$ cat src/sv/u8u16_pkg.sv
package u8u16_pkg;

   // Width of the internal code point and code unit counters
   localparam int COUNT_BITS = 32;

   localparam logic [15:0] REPL_RESET   = 16'h003F;
   localparam logic [15:0] HI_SURR_BASE = 16'hD800;
   localparam logic [15:0] LO_SURR_BASE = 16'hDC00;
   localparam logic [20:0] CP_MAX       = 21'h10FFFF;
   localparam logic [20:0] CP_PLANE1    = 21'h010000;
   localparam logic [7:0]  CONT_LOW     = 8'h80;
   localparam logic [7:0]  LEAD2_LOW    = 8'hC0;
   localparam logic [7:0]  LEAD3_LOW    = 8'hE0;
   localparam logic [7:0]  LEAD4_LOW    = 8'hF0;
   localparam logic [7:0]  LEAD5_LOW    = 8'hF8;
   localparam logic [7:0]  LEAD6_LOW    = 8'hFC;
   localparam logic [7:0]  LEAD7_LOW    = 8'hFE;
   localparam logic [7:0]  BAD_LEAD     = 8'hFF;

   typedef logic [COUNT_BITS-1:0] count_type;

   // One result item as it waits in the output queue
   typedef struct packed {
      logic [15:0] out_unit;
      logic        end_mark;
      logic        bad_sequence;
      logic [31:0] point_count;
      logic [31:0] unit_count;
   } result_type;

   // Saturating increment of a counter
   function automatic count_type sat_inc(input count_type v);
      sat_inc = (v == '1) ? v : v + count_type'(1);
   endfunction

endpackage

$ cat src/sv/utf8_to_utf16_transcoder.sv
// Each result item is queued behind waiting items and offered on rsp_valid when at the head.
// Throughput: one byte per cycle while rsp_ready is high; a byte that yields two items
// (surrogate pair, or terminator flushing an open sequence) drops req_ready until a pop.
// A three-entry output queue decouples the two channels, so a stalled rsp side stops input.
// Reset (synchronous, active high) clears the sequence state, the counts and the queue,
// and sets the replacement unit to '?'.
module utf8_to_utf16_transcoder (
   input  logic        clock,
   input  logic        reset,
   input  logic        req_valid,
   output logic        req_ready,
   input  logic [7:0]  req_in_byte,
   output logic        rsp_valid,
   input  logic        rsp_ready,
   output logic [15:0] rsp_out_unit,
   output logic        rsp_end_mark,
   output logic        rsp_bad_sequence,
   output logic [31:0] rsp_point_count,
   output logic [31:0] rsp_unit_count,
   input  logic        csr_wr_en,
   input  logic [15:0] csr_wr_data
);
   import u8u16_pkg::*;

   logic [15:0] repl_ff;
   logic [2:0]  left_ff, left_in;
   logic [20:0] acc_ff, acc_in;
   logic        inv_ff, inv_in;
   count_type   points_ff, points_in;
   count_type   units_ff, units_in;

   result_type  q_ff [3];
   result_type  q_in [3];
   logic [1:0]  cnt_ff, cnt_in;

   logic        accept, pop;
   logic [7:0]  b;
   logic        do_pt, pt_bad, term;
   logic [20:0] pt_cp;
   logic        is_cont;
   logic [20:0] acc_next;
   logic        inv_next;
   logic [20:0] cp_off;
   count_type   p1, u1, u2;
   result_type  r0, r1;
   logic [1:0]  n_res;
   logic [1:0]  base;

   assign b         = req_in_byte;
   assign accept    = req_valid && req_ready;
   assign pop       = rsp_valid && rsp_ready;
   assign req_ready = (cnt_ff <= 2'd1);
   assign rsp_valid = (cnt_ff != 2'd0);

   assign rsp_out_unit     = q_ff[0].out_unit;
   assign rsp_end_mark     = q_ff[0].end_mark;
   assign rsp_bad_sequence = q_ff[0].bad_sequence;
   assign rsp_point_count  = q_ff[0].point_count;
   assign rsp_unit_count   = q_ff[0].unit_count;

   assign is_cont  = (b[7:6] == 2'b10);
   assign acc_next = is_cont ? {acc_ff[14:0], b[5:0]} : acc_ff;
   assign inv_next = inv_ff || !is_cont;

   // Decode the byte against the open sequence
   always_comb begin
      do_pt   = 1'b0;
      pt_bad  = 1'b0;
      pt_cp   = '0;
      term    = 1'b0;
      left_in = left_ff;
      acc_in  = acc_ff;
      inv_in  = inv_ff;
      if (b == 8'h00) begin
         term    = 1'b1;
         do_pt   = (left_ff != 3'd0);
         pt_bad  = 1'b1;
         left_in = '0;
         acc_in  = '0;
         inv_in  = 1'b0;
      end else if (left_ff == 3'd0) begin
         if (b < CONT_LOW) begin
            do_pt = 1'b1;
            pt_cp = {13'd0, b};
         end else if (b < LEAD2_LOW || b == BAD_LEAD) begin
            do_pt  = 1'b1;
            pt_bad = 1'b1;
         end else if (b < LEAD3_LOW) begin
            left_in = 3'd1;
            acc_in  = {16'd0, b[4:0]};
            inv_in  = 1'b0;
         end else if (b < LEAD4_LOW) begin
            left_in = 3'd2;
            acc_in  = {17'd0, b[3:0]};
            inv_in  = 1'b0;
         end else if (b < LEAD5_LOW) begin
            left_in = 3'd3;
            acc_in  = {18'd0, b[2:0]};
            inv_in  = 1'b0;
         end else begin
            left_in = (b < LEAD6_LOW) ? 3'd4 : (b < LEAD7_LOW) ? 3'd5 : 3'd6;
            acc_in  = '0;
            inv_in  = 1'b1;
         end
      end else begin
         left_in = left_ff - 3'd1;
         acc_in  = acc_next;
         inv_in  = inv_next;
         if (left_ff == 3'd1) begin
            do_pt   = 1'b1;
            pt_cp   = acc_next;
            pt_bad  = inv_next;
            acc_in  = '0;
            inv_in  = 1'b0;
         end
      end
   end

   assign p1     = do_pt ? sat_inc(points_ff) : points_ff;
   assign u1     = sat_inc(units_ff);
   assign u2     = sat_inc(u1);
   assign cp_off = pt_cp - CP_PLANE1;

   // Build up to two result items
   always_comb begin
      r0 = '0;
      r1 = '0;
      r0.point_count = 32'(p1);
      r1.point_count = 32'(p1);
      r0.unit_count  = 32'(u1);
      r1.unit_count  = 32'(u2);
      n_res = 2'd0;
      if (do_pt) begin
         if (pt_bad || pt_cp > CP_MAX) begin
            r0.out_unit     = repl_ff;
            r0.bad_sequence = 1'b1;
            n_res           = 2'd1;
         end else if (pt_cp[20:16] == 5'd0) begin
            r0.out_unit = pt_cp[15:0];
            n_res       = 2'd1;
         end else begin
            r0.out_unit = HI_SURR_BASE | {6'd0, cp_off[19:10]};
            r1.out_unit = LO_SURR_BASE | {6'd0, cp_off[9:0]};
            n_res       = 2'd2;
         end
      end
      // Append the terminator after any flushed sequence
      if (term) begin
         if (do_pt) begin
            r1.out_unit     = '0;
            r1.end_mark     = 1'b1;
            r1.bad_sequence = 1'b0;
            n_res           = 2'd2;
         end else begin
            r0.out_unit = '0;
            r0.end_mark = 1'b1;
            n_res       = 2'd1;
         end
      end
   end

   // Counter next values; clear both at the end of a string
   always_comb begin
      points_in = p1;
      case (n_res)
         2'd0:    units_in = units_ff;
         2'd1:    units_in = u1;
         default: units_in = u2;
      endcase
      if (term) begin
         points_in = '0;
         units_in  = '0;
      end
   end

   // Output queue: shift out on pop, append new items behind what remains
   always_comb begin
      base    = cnt_ff - {1'b0, pop};
      q_in[0] = pop ? q_ff[1] : q_ff[0];
      q_in[1] = pop ? q_ff[2] : q_ff[1];
      q_in[2] = q_ff[2];
      for (int i = 0; i < 3; i++) begin
         if (accept && n_res != 2'd0 && base == 2'(i)) q_in[i] = r0;
         if (accept && n_res == 2'd2 && base + 2'd1 == 2'(i)) q_in[i] = r1;
      end
      cnt_in = base + (accept ? n_res : 2'd0);
   end

   // Control and sequence state
   always_ff @(posedge clock) begin
      if (reset) begin
         repl_ff   <= REPL_RESET;
         left_ff   <= '0;
         acc_ff    <= '0;
         inv_ff    <= 1'b0;
         points_ff <= '0;
         units_ff  <= '0;
         cnt_ff    <= '0;
      end else begin
         if (csr_wr_en) repl_ff <= csr_wr_data;
         if (accept) begin
            left_ff   <= left_in;
            acc_ff    <= acc_in;
            inv_ff    <= inv_in;
            points_ff <= points_in;
            units_ff  <= units_in;
         end
         cnt_ff <= cnt_in;
      end
   end

   // Queue payload
   always_ff @(posedge clock) begin
      for (int i = 0; i < 3; i++) q_ff[i] <= q_in[i];
   end

endmodule

$ cat config.mk
export PLATFORM = sky130hd
export DESIGN_NAME = utf8_to_utf16_transcoder
export DESIGN_NICKNAME = d
export VERILOG_FILES = /design/src/sv/u8u16_pkg.sv /design/src/sv/utf8_to_utf16_transcoder.sv
export SDC_FILE = /design/constraint.sdc
export NUM_CORES = 1
export LEC_CHECK = 0
export BUFFER_PORTS_ARGS = -buffer_cell sky130_fd_sc_hd__buf_2
export CORE_MARGIN = 4
export CORE_UTILIZATION = 55
export CTS_CLUSTER_DIAMETER = 80
export DETAILED_ROUTE_END_ITERATION = 6
export PLACE_DENSITY = 0.83
export SETUP_SLACK_MARGIN = 0.02
export SYNTH_ARGS = -nofsm -noshare
export SYNTH_HDL_FRONTEND = slang
export SYNTH_SLANG_ARGS = --single-unit
$ cat constraint.sdc
create_clock -name clock -period 17 [get_ports clock]
set_input_delay 4.25 -clock clock [delete_from_list [all_inputs] [get_ports clock]]
set_output_delay 4.25 -clock clock [all_outputs]
set_load 0.005 [all_outputs]
-- Word level (Yosys, flattened, before mapping)
Memory sizes are Yosys's and may differ from the RTL's.
Cells that the tools add are included.
- $add $sub $neg: 8
- $lt $le $gt $ge: 9
- equal/unequal tests: 15
- multiplexer cells: 73
- reduce and logical (&&, ||, !) cells: 25
- operators by type and width (cell ; number):
    $mux W82 ; 8
    $mux W32 ; 6
    $mux W21 ; 9
    $add A32 B1 Y32 const B ; 3
    $eq A32 B32 Y1 const B ; 3
    $mux W16 ; 6
    $pmux W32 S2 ; 1
    $lt A8 B8 Y1 const B ; 7
    $mux W18 ; 2
    $mux W17 ; 2
    $mux W3 ; 8
    $gt A21 B21 Y1 const B ; 1
    $mux W1 ; 20
    $sub A20 B17 Y20 const B ; 1
    $mux W2 ; 8
    $logic_and A1 B1 Y1 ; 10
    $eq A2 B2 Y1 const B ; 4
    $eq A8 B8 Y1 const B ; 1
    $logic_not A8 Y1 ; 1
    $mux W8 ; 1
    $eq A2 B1 Y1 const B ; 3
    $logic_not A2 Y1 ; 3
    $ne A3 B3 Y1 const B ; 2
    $logic_not A5 Y1 ; 1
    other kinds (16) ; 19
- register bits: 107
- memory bits (writable): 246
- input port bits: 29
- output and inout bits: 84
- logic and storage cells: 138
- memories: 1
- memories (name ; words ; width ; read ports ; clocked after memory_dff ; wr ports ; RTL line ; RTL):
    q_ff ; 3 ; 82 ; 3 ; 0 ; 3 ; utf8_to_utf16_transcoder.sv:32 ; result_type q_ff [3];

-- Depth between registers and ports, before layout
Gate-level depths: netlist of run 1.
- depth in word-level cells: 15
- mapped depth: 18
- gate-level depth less buffers: 15

-- Least setup slack after synthesis of run 1
Ideal clock, no wire load.
- kind: in2reg
- from: input port req_in_byte[6]
- to: memory q_ff[0][0] (netlist name) (enable)
- library setup time: 0.997 ns
- arrival: 8.759 ns
- required time: 16.003 ns
- path slack: 7.244 ns
- cell stages on the path: 12
- buffers on the path: 4
- cells stage by stage: clkbuf_1 -> nor2b_1 -> buf_2 -> o21ai_0 -> a221o_1 -> or4_1 -> o31ai_1 -> a2111oi_4 -> o21ai_1 -> buf_2 -> clkbuf_1 -> nand3_1
- RTL lines (item ; RTL line ; RTL):
    start, declared ; utf8_to_utf16_transcoder.sv:12 ; input logic [7:0] req_in_byte,
    end, declared ; utf8_to_utf16_transcoder.sv:32 ;

==> results of run 1 <==
-- cell families after synthesis --
| kind of cell | synth area share [%] |
|---|---|
| AO/OA/AOI/OAI | 19.6 |
| XOR/XNOR | 4.65 |
| adder cells (fa/ha/maj) | 0.627 |
| multiplexers | 2.08 |
| flip-flops | 47.4 |
| AND/OR/NAND/NOR | 18.6 |
| buffers and inverters | 7.06 |
-- through the flow --
step                      util, %  setup slack, ps  hold slack [ps]  total power, µW
after floorplan                 -             7240              433             1850
after global placement       56.3             6810              442             1990
after detailed placement     56.3             6660              456             2030
after CTS                    59.9             7150              466             2890
after global routing         59.9             6580              504             3030
final                        59.9             7070              465             2900
-- cells in the final DEF (no fill, tap or decap), drive strengths merged, types with 14 or more instances in the layout --
cell type	n
a211oi	29
o21ai	139
and3	34
nor2b	15
nor2	266
o32ai	17
buf	141
nand4	25
o22ai	20
clkbuf	45
o211ai	31
o31ai	15
nand3	77
xor2	37
dfxtp	113
xnor2	69
and4	18
a21oi	231
inv	22
mux2i	37
nor3	54
or3	14
and2	18
clkinv	14
nand2	234
a31oi	19
edfxtp	240
a22oi	39
-- routing by layer --
| metal | share of wire (%) | global-route usage [%] | routed length [µm] | vias to the layer above |
|---|---|---|---|---|
| met2 | 46 | 42.2 | 24800 | 1004 |
| met1 | 41 | 38.1 | 22300 | 8125 |
| li1 | - | - | - | 7829 |
| met3 | 10 | 4.29 | 5520 | 147 |
| met5 | 0 | 0 | 0 | - |
| met4 | 3.4 | 9.35 | 1870 | 0 |
-- sequential cells by signal, indices dropped and copies added (netlist names) --
register	count
left_ff	3
q_ff	246
points_ff	32
repl_ff	16
inv_ff	1
acc_ff	21
cnt_ff	2
units_ff	32
-- report_power, final --
part	internal, µW	total, µW	switching, µW
logic	244	781	537
clock network	512	867	356
registers	1190	1250	57.3
-- path summary, 6_finish.rpt --
check	from	end	slack (ps)	cells after the start
max	req_in_byte[6]	q_ff[0][245]$_DFFE_PP_	7070	12
min	q_ff[0][228]$_SDFFE_PP0P_	q_ff[0][228]$_SDFFE_PP0P_	470	2
max reg2reg	left_ff[0]$_SDFFE_PP0P_	q_ff[0][245]$_DFFE_PP_	10480	13
min reg2reg	q_ff[0][228]$_SDFFE_PP0P_	q_ff[0][228]$_SDFFE_PP0P_	470	2
-- critical path, stage by stage --
cell	delay, ps
buf_2	170
nand2b_1	740
nand2_1	110
a311o_1	360
or4_1	560
o31ai_1	620
a2111oi_4	340
nor2_1	370
nor2_4	70
nor2_2	1000
clkinv_2	840
buf_4	580
-- layout make-up --
class / count / area (µm²)
Timing Repair Buffer: 141 / 778
Inverter: 21 / 80.1
Clock buffer: 45 / 987
Clock inverter: 25 / 310
Sequential cell: 353 / 9470
Tap cell: 461 / 577
Multi-Input combinational cell: 1582 / 9170
Fill cell: 2945 / 14300
==> out/results.tsv, run 1 <==
metric	value	unit
period_needed	9930	ps
drc_errors	0	
drive_above_1_share	11.3	%
grt_pass1_wl	86500	µm
start_util	56.0	%
wl	54600	µm
yosysMostFrequentCell	nor2_1	
max_slew_margin	13.0	%
wl_per_cell	20.8	µm
first_iter_violations	2437	
grt_max_degree	84	
track_usage	26.8	%
dieHeight	199	µm
design.core.area	0.0357	mm²
antenna_found_initial	0	
outcome	finished, final reports clean	
final_cell_count_no_fill	2628	
hpwl	36000	µm
tightest_slew	1300	ps
vias	17105	
critical_path.max_fanout	50	
synth.cell_area	0.0200	mm²
critPathRequiredTime	17170	ps
gp_congestion	0.975	
powerDensity	135	mW/mm²
setup_violations	0	
yosysTopAreaCellShare	36.1	%
syn2layout_area_growth	7.06	%
vias_per_cell	6.51	
avgSynthCellArea	9.10	µm²
grt_pass1_vias	15811	
setup-tns-final	0	ps
numCtsBuffers	38	
critPathKind	in2reg	
cp-end-kind	flop	
critPathLaunchType	input pin	
fmax	0.101	GHz
hold_buffers	0	
rsz0062_at_grt	false	
power_leakage	0.00722	µW
htree_levels	2	
clock_path_buffers	3	
clk_pin_slew_worst_paths	60	ps
drv_slew	0	
finalCritPeriodShare	58.4	%
cts_setup_buffers	0	
hold_path.class	reg2reg	
dpl.cell_count	2558	
syn_nets	2232	
clock_sinks	353	
antenna_left	0	
finalHoldViolations	0	
arrival	10100	ps
synthTopCellsByArea	edfxtp_1 (36%), dfxtp_1 (11%), a21oi_1 (5.7%)	
seq_area_frac_synth	47.4	%
fin_nets	2176	
synth_cell_type_count	82	
ys_top_cells_by_count	nor2_1 (266), edfxtp_1 (240), nand2_1 (232)	
ys_ff_latch	353	
die_area	0.0394	mm²
die_x	199	µm
clock_skew	17.3	ps
cts_root_buffer	clkbuf_16	
dr.pass1.iters	6	
synth_top_area_cell	edfxtp_1	
io_pins	113	
ctsResizeCount	0	
ys_async_sr_fraction	0	%
synth-edff-count	240	
rows	69	
overflow	0	
cts_tree	done	
synthFlopType	edfxtp_1	
insertion_delay	540	ps
portBuffers	112	
synthCells	2193	
peakVddDrop	0.0000982	V
ys_warn_count	0	
drv_cap	0	
post-route-cell-area	0.0214	mm²
placed_area	0.0201	mm²
num_antenna_cells	0	
(Power assumes the default switching activity.)
==> run 2, diff against run 1 <==
- clock period: 17 -> 9.36 ns (I/O delays scaled with it)
==> run 2 against run 1 <==
  * Final area increased by 0.33%
  * Sequential share of layout area down 0.14 points
  * Sequential power rose by 82%
==> out/results.tsv, run 2 (synthesis gave the netlist of run 1 again) <==
metric	value	unit	change
critPathKind	in2reg		
setup-tns-final	0	ps	unchanged
period_needed	6850	ps	
post-route-cell-area	0.0214	mm²	+0.33%
rows	69		unchanged
numCtsBuffers	38		unchanged
syn2layout_area_growth	7.41	%	
clk_pin_slew_worst_paths	60	ps	about the same
crit_chain	buf_2 -> nand2b_1 -> nand2_1 -> a221o_1 -> or4_1 -> o31ai_1 -> a2111oi_4 -> nor2_1 -> nor2_4 -> nor2_2 -> buf_4 -> clkinv_2 -> buf_12		
cts_tree	done		
grt_pass1_vias	15957		+0.92%
critPathRequiredTime	9620	ps	-7550 ps
arrival	7110	ps	-2990 ps
critical_path.max_fanout	41		-18%
grt_pass1_wl	86100	µm	-0.52%
grt_max_degree	86		+2.4%
finalHoldViolations	0		unchanged
placed_area	0.0201	mm²	+0.27%
powerDensity	246	mW/mm²	+81%
ctsResizeCount	0		unchanged
overflow	0		unchanged
finalCritPeriodShare	73.2	%	
fmax	0.146	GHz	
start_util	56.0	%	unchanged
antenna_found_initial	1		+1
reg.largest.list	q_ff x246, points_ff x32, units_ff x32		
power	5270	µW	+82%
cp-end-kind	flop		
gp_congestion	0.954		-2.2%
max_slew_margin	18.8	%	+5.8 points
seq_area	0.00947	mm²	unchanged
wl_per_cell	20.7	µm	-0.22%
outcome	finished, final reports clean		
layout_common_cells	nor2_1 (264), edfxtp_1 (240), nand2_1 (231)		
clock_skew	27.6	ps	+10.4 ps
regMostFlops	q_ff		
hpwl	35900	µm	-0.33%
dieHeight	199	µm	unchanged
setup_violations	0		unchanged
first_iter_violations	2288		-6.1%
fin_nets	2180		+0.18%
vias	17104		-0.0058%
clock_path_buffers	3		unchanged
rsz0062_at_grt	false		
power_leakage	0.00725	µW	+0.48%
hold_path.class	reg2reg		
hold_buffers	0		unchanged
drc_errors	0		unchanged
design.core.area	0.0357	mm²	unchanged
htree_levels	2		unchanged
cts_setup_buffers	0		unchanged
insertion_delay	540	ps	about the same
multi_input_area	0.00917	mm²	unchanged
clock_sinks	353		unchanged
drv_cap	0		unchanged
largest_reg_flops	246		unchanged
tightest_slew	1220	ps	-87.1 ps
final_common_cell	nor2_1		
dr.pass1.iters	6		unchanged
max_stage_delay	750	ps	-250 ps
peakVddDrop	0.000236	V	+140%
crit_family	simple AND/OR/NAND/NOR gates		
io_pins	113		unchanged
cp.buffers_inverters	4		+1
track_usage	26.9	%	about the same
wl	54500	µm	about the same
num-fill-cells	2925		-0.68%
antenna_left	0		unchanged
vias_per_cell	6.50		-0.16%
drive_above_1_share	11.3	%	+0.030 points
drv_slew	0		unchanged
crit_slowest_cell	nand2b_1		
die_area	0.0394	mm²	unchanged
portBuffers	112		unchanged
die_x	199	µm	unchanged
cts_root_buffer	clkbuf_16		
critPathLaunchType	input pin		
-- run 2: cell count changes in the layout (fill, tap and decap cells not counted), sizes merged --
cell	change
clkbuf	+13
clkinv	-9
buf	+4
inv	-1
diode	+1
bufinv	-2
clkinvlp	-2
-- run 2: tightest hold or removal path, stage by stage (launching register included) --
cell     delay, ps
dfxtp_1        310
nand3_1         60
nand2_1         50
-- run 2: where the power goes --
part           internal [µW]  leakage (µW)  switching [µW]  total [µW]
registers               2160       0.00322             119        2280
clock network            945      0.000631             625        1570
logic                    453       0.00340             966        1420
-- run 2: layout make-up --
class | instances | share of cell area (%)
Clock inverter | 11 | 0.869
Multi-Input combinational cell | 1582 | 42.8
Inverter | 21 | 0.373
Antenna cell | 1 | 0.0117
Timing Repair Buffer | 145 | 3.89
Tap cell | 461 | 2.69
Clock buffer | 58 | 5.24
Sequential cell | 353 | 44.2
-- run 2: routing by layer --
| layer | GRT usage, % | wire, µm | vias up |
|---|---|---|---|
| met5 | 0 | 0 | - |
| met4 | 8.84 | 1710 | 0 |
| met3 | 4.23 | 5390 | 123 |
| met2 | 43.0 | 25000 | 1014 |
| met1 | 37.8 | 22400 | 8127 |
| li1 | - | - | 7840 |
-- run 2: path summary, 6_finish.rpt --
| check | startpoint | endpoint | slack [ps] | depth (start not counted) |
|---|---|---|---|---|
| worst max-delay path | req_in_byte[6] | q_ff[0][230]$_DFFE_PP_ | 2510 | 13 |
| worst min-delay path | q_ff[0][228]$_SDFFE_PP0P_ | q_ff[0][228]$_SDFFE_PP0P_ | 470 | 2 |
| worst min register to register | q_ff[0][228]$_SDFFE_PP0P_ | q_ff[0][228]$_SDFFE_PP0P_ | 470 | 2 |
| worst max register to register | units_ff[0]$_SDFFE_PP0P_ | q_ff[0][12]$_DFFE_PP_ | 3220 | 14 |
-- run 2: metrics by stage --
step | utilization, % | setup slack [ps] | hold WS [ps] | std cells
floorplan | - | 1510 | 433 | 2193
global placement | 56.5 | 2190 | 441 | 2562
detailed placement | 56.5 | 1970 | 461 | 2562
CTS | 60.1 | 2510 | 471 | 2631
global route | 60.1 | 2050 | 506 | 2631
finish | 60.1 | 2510 | 473 | 2632
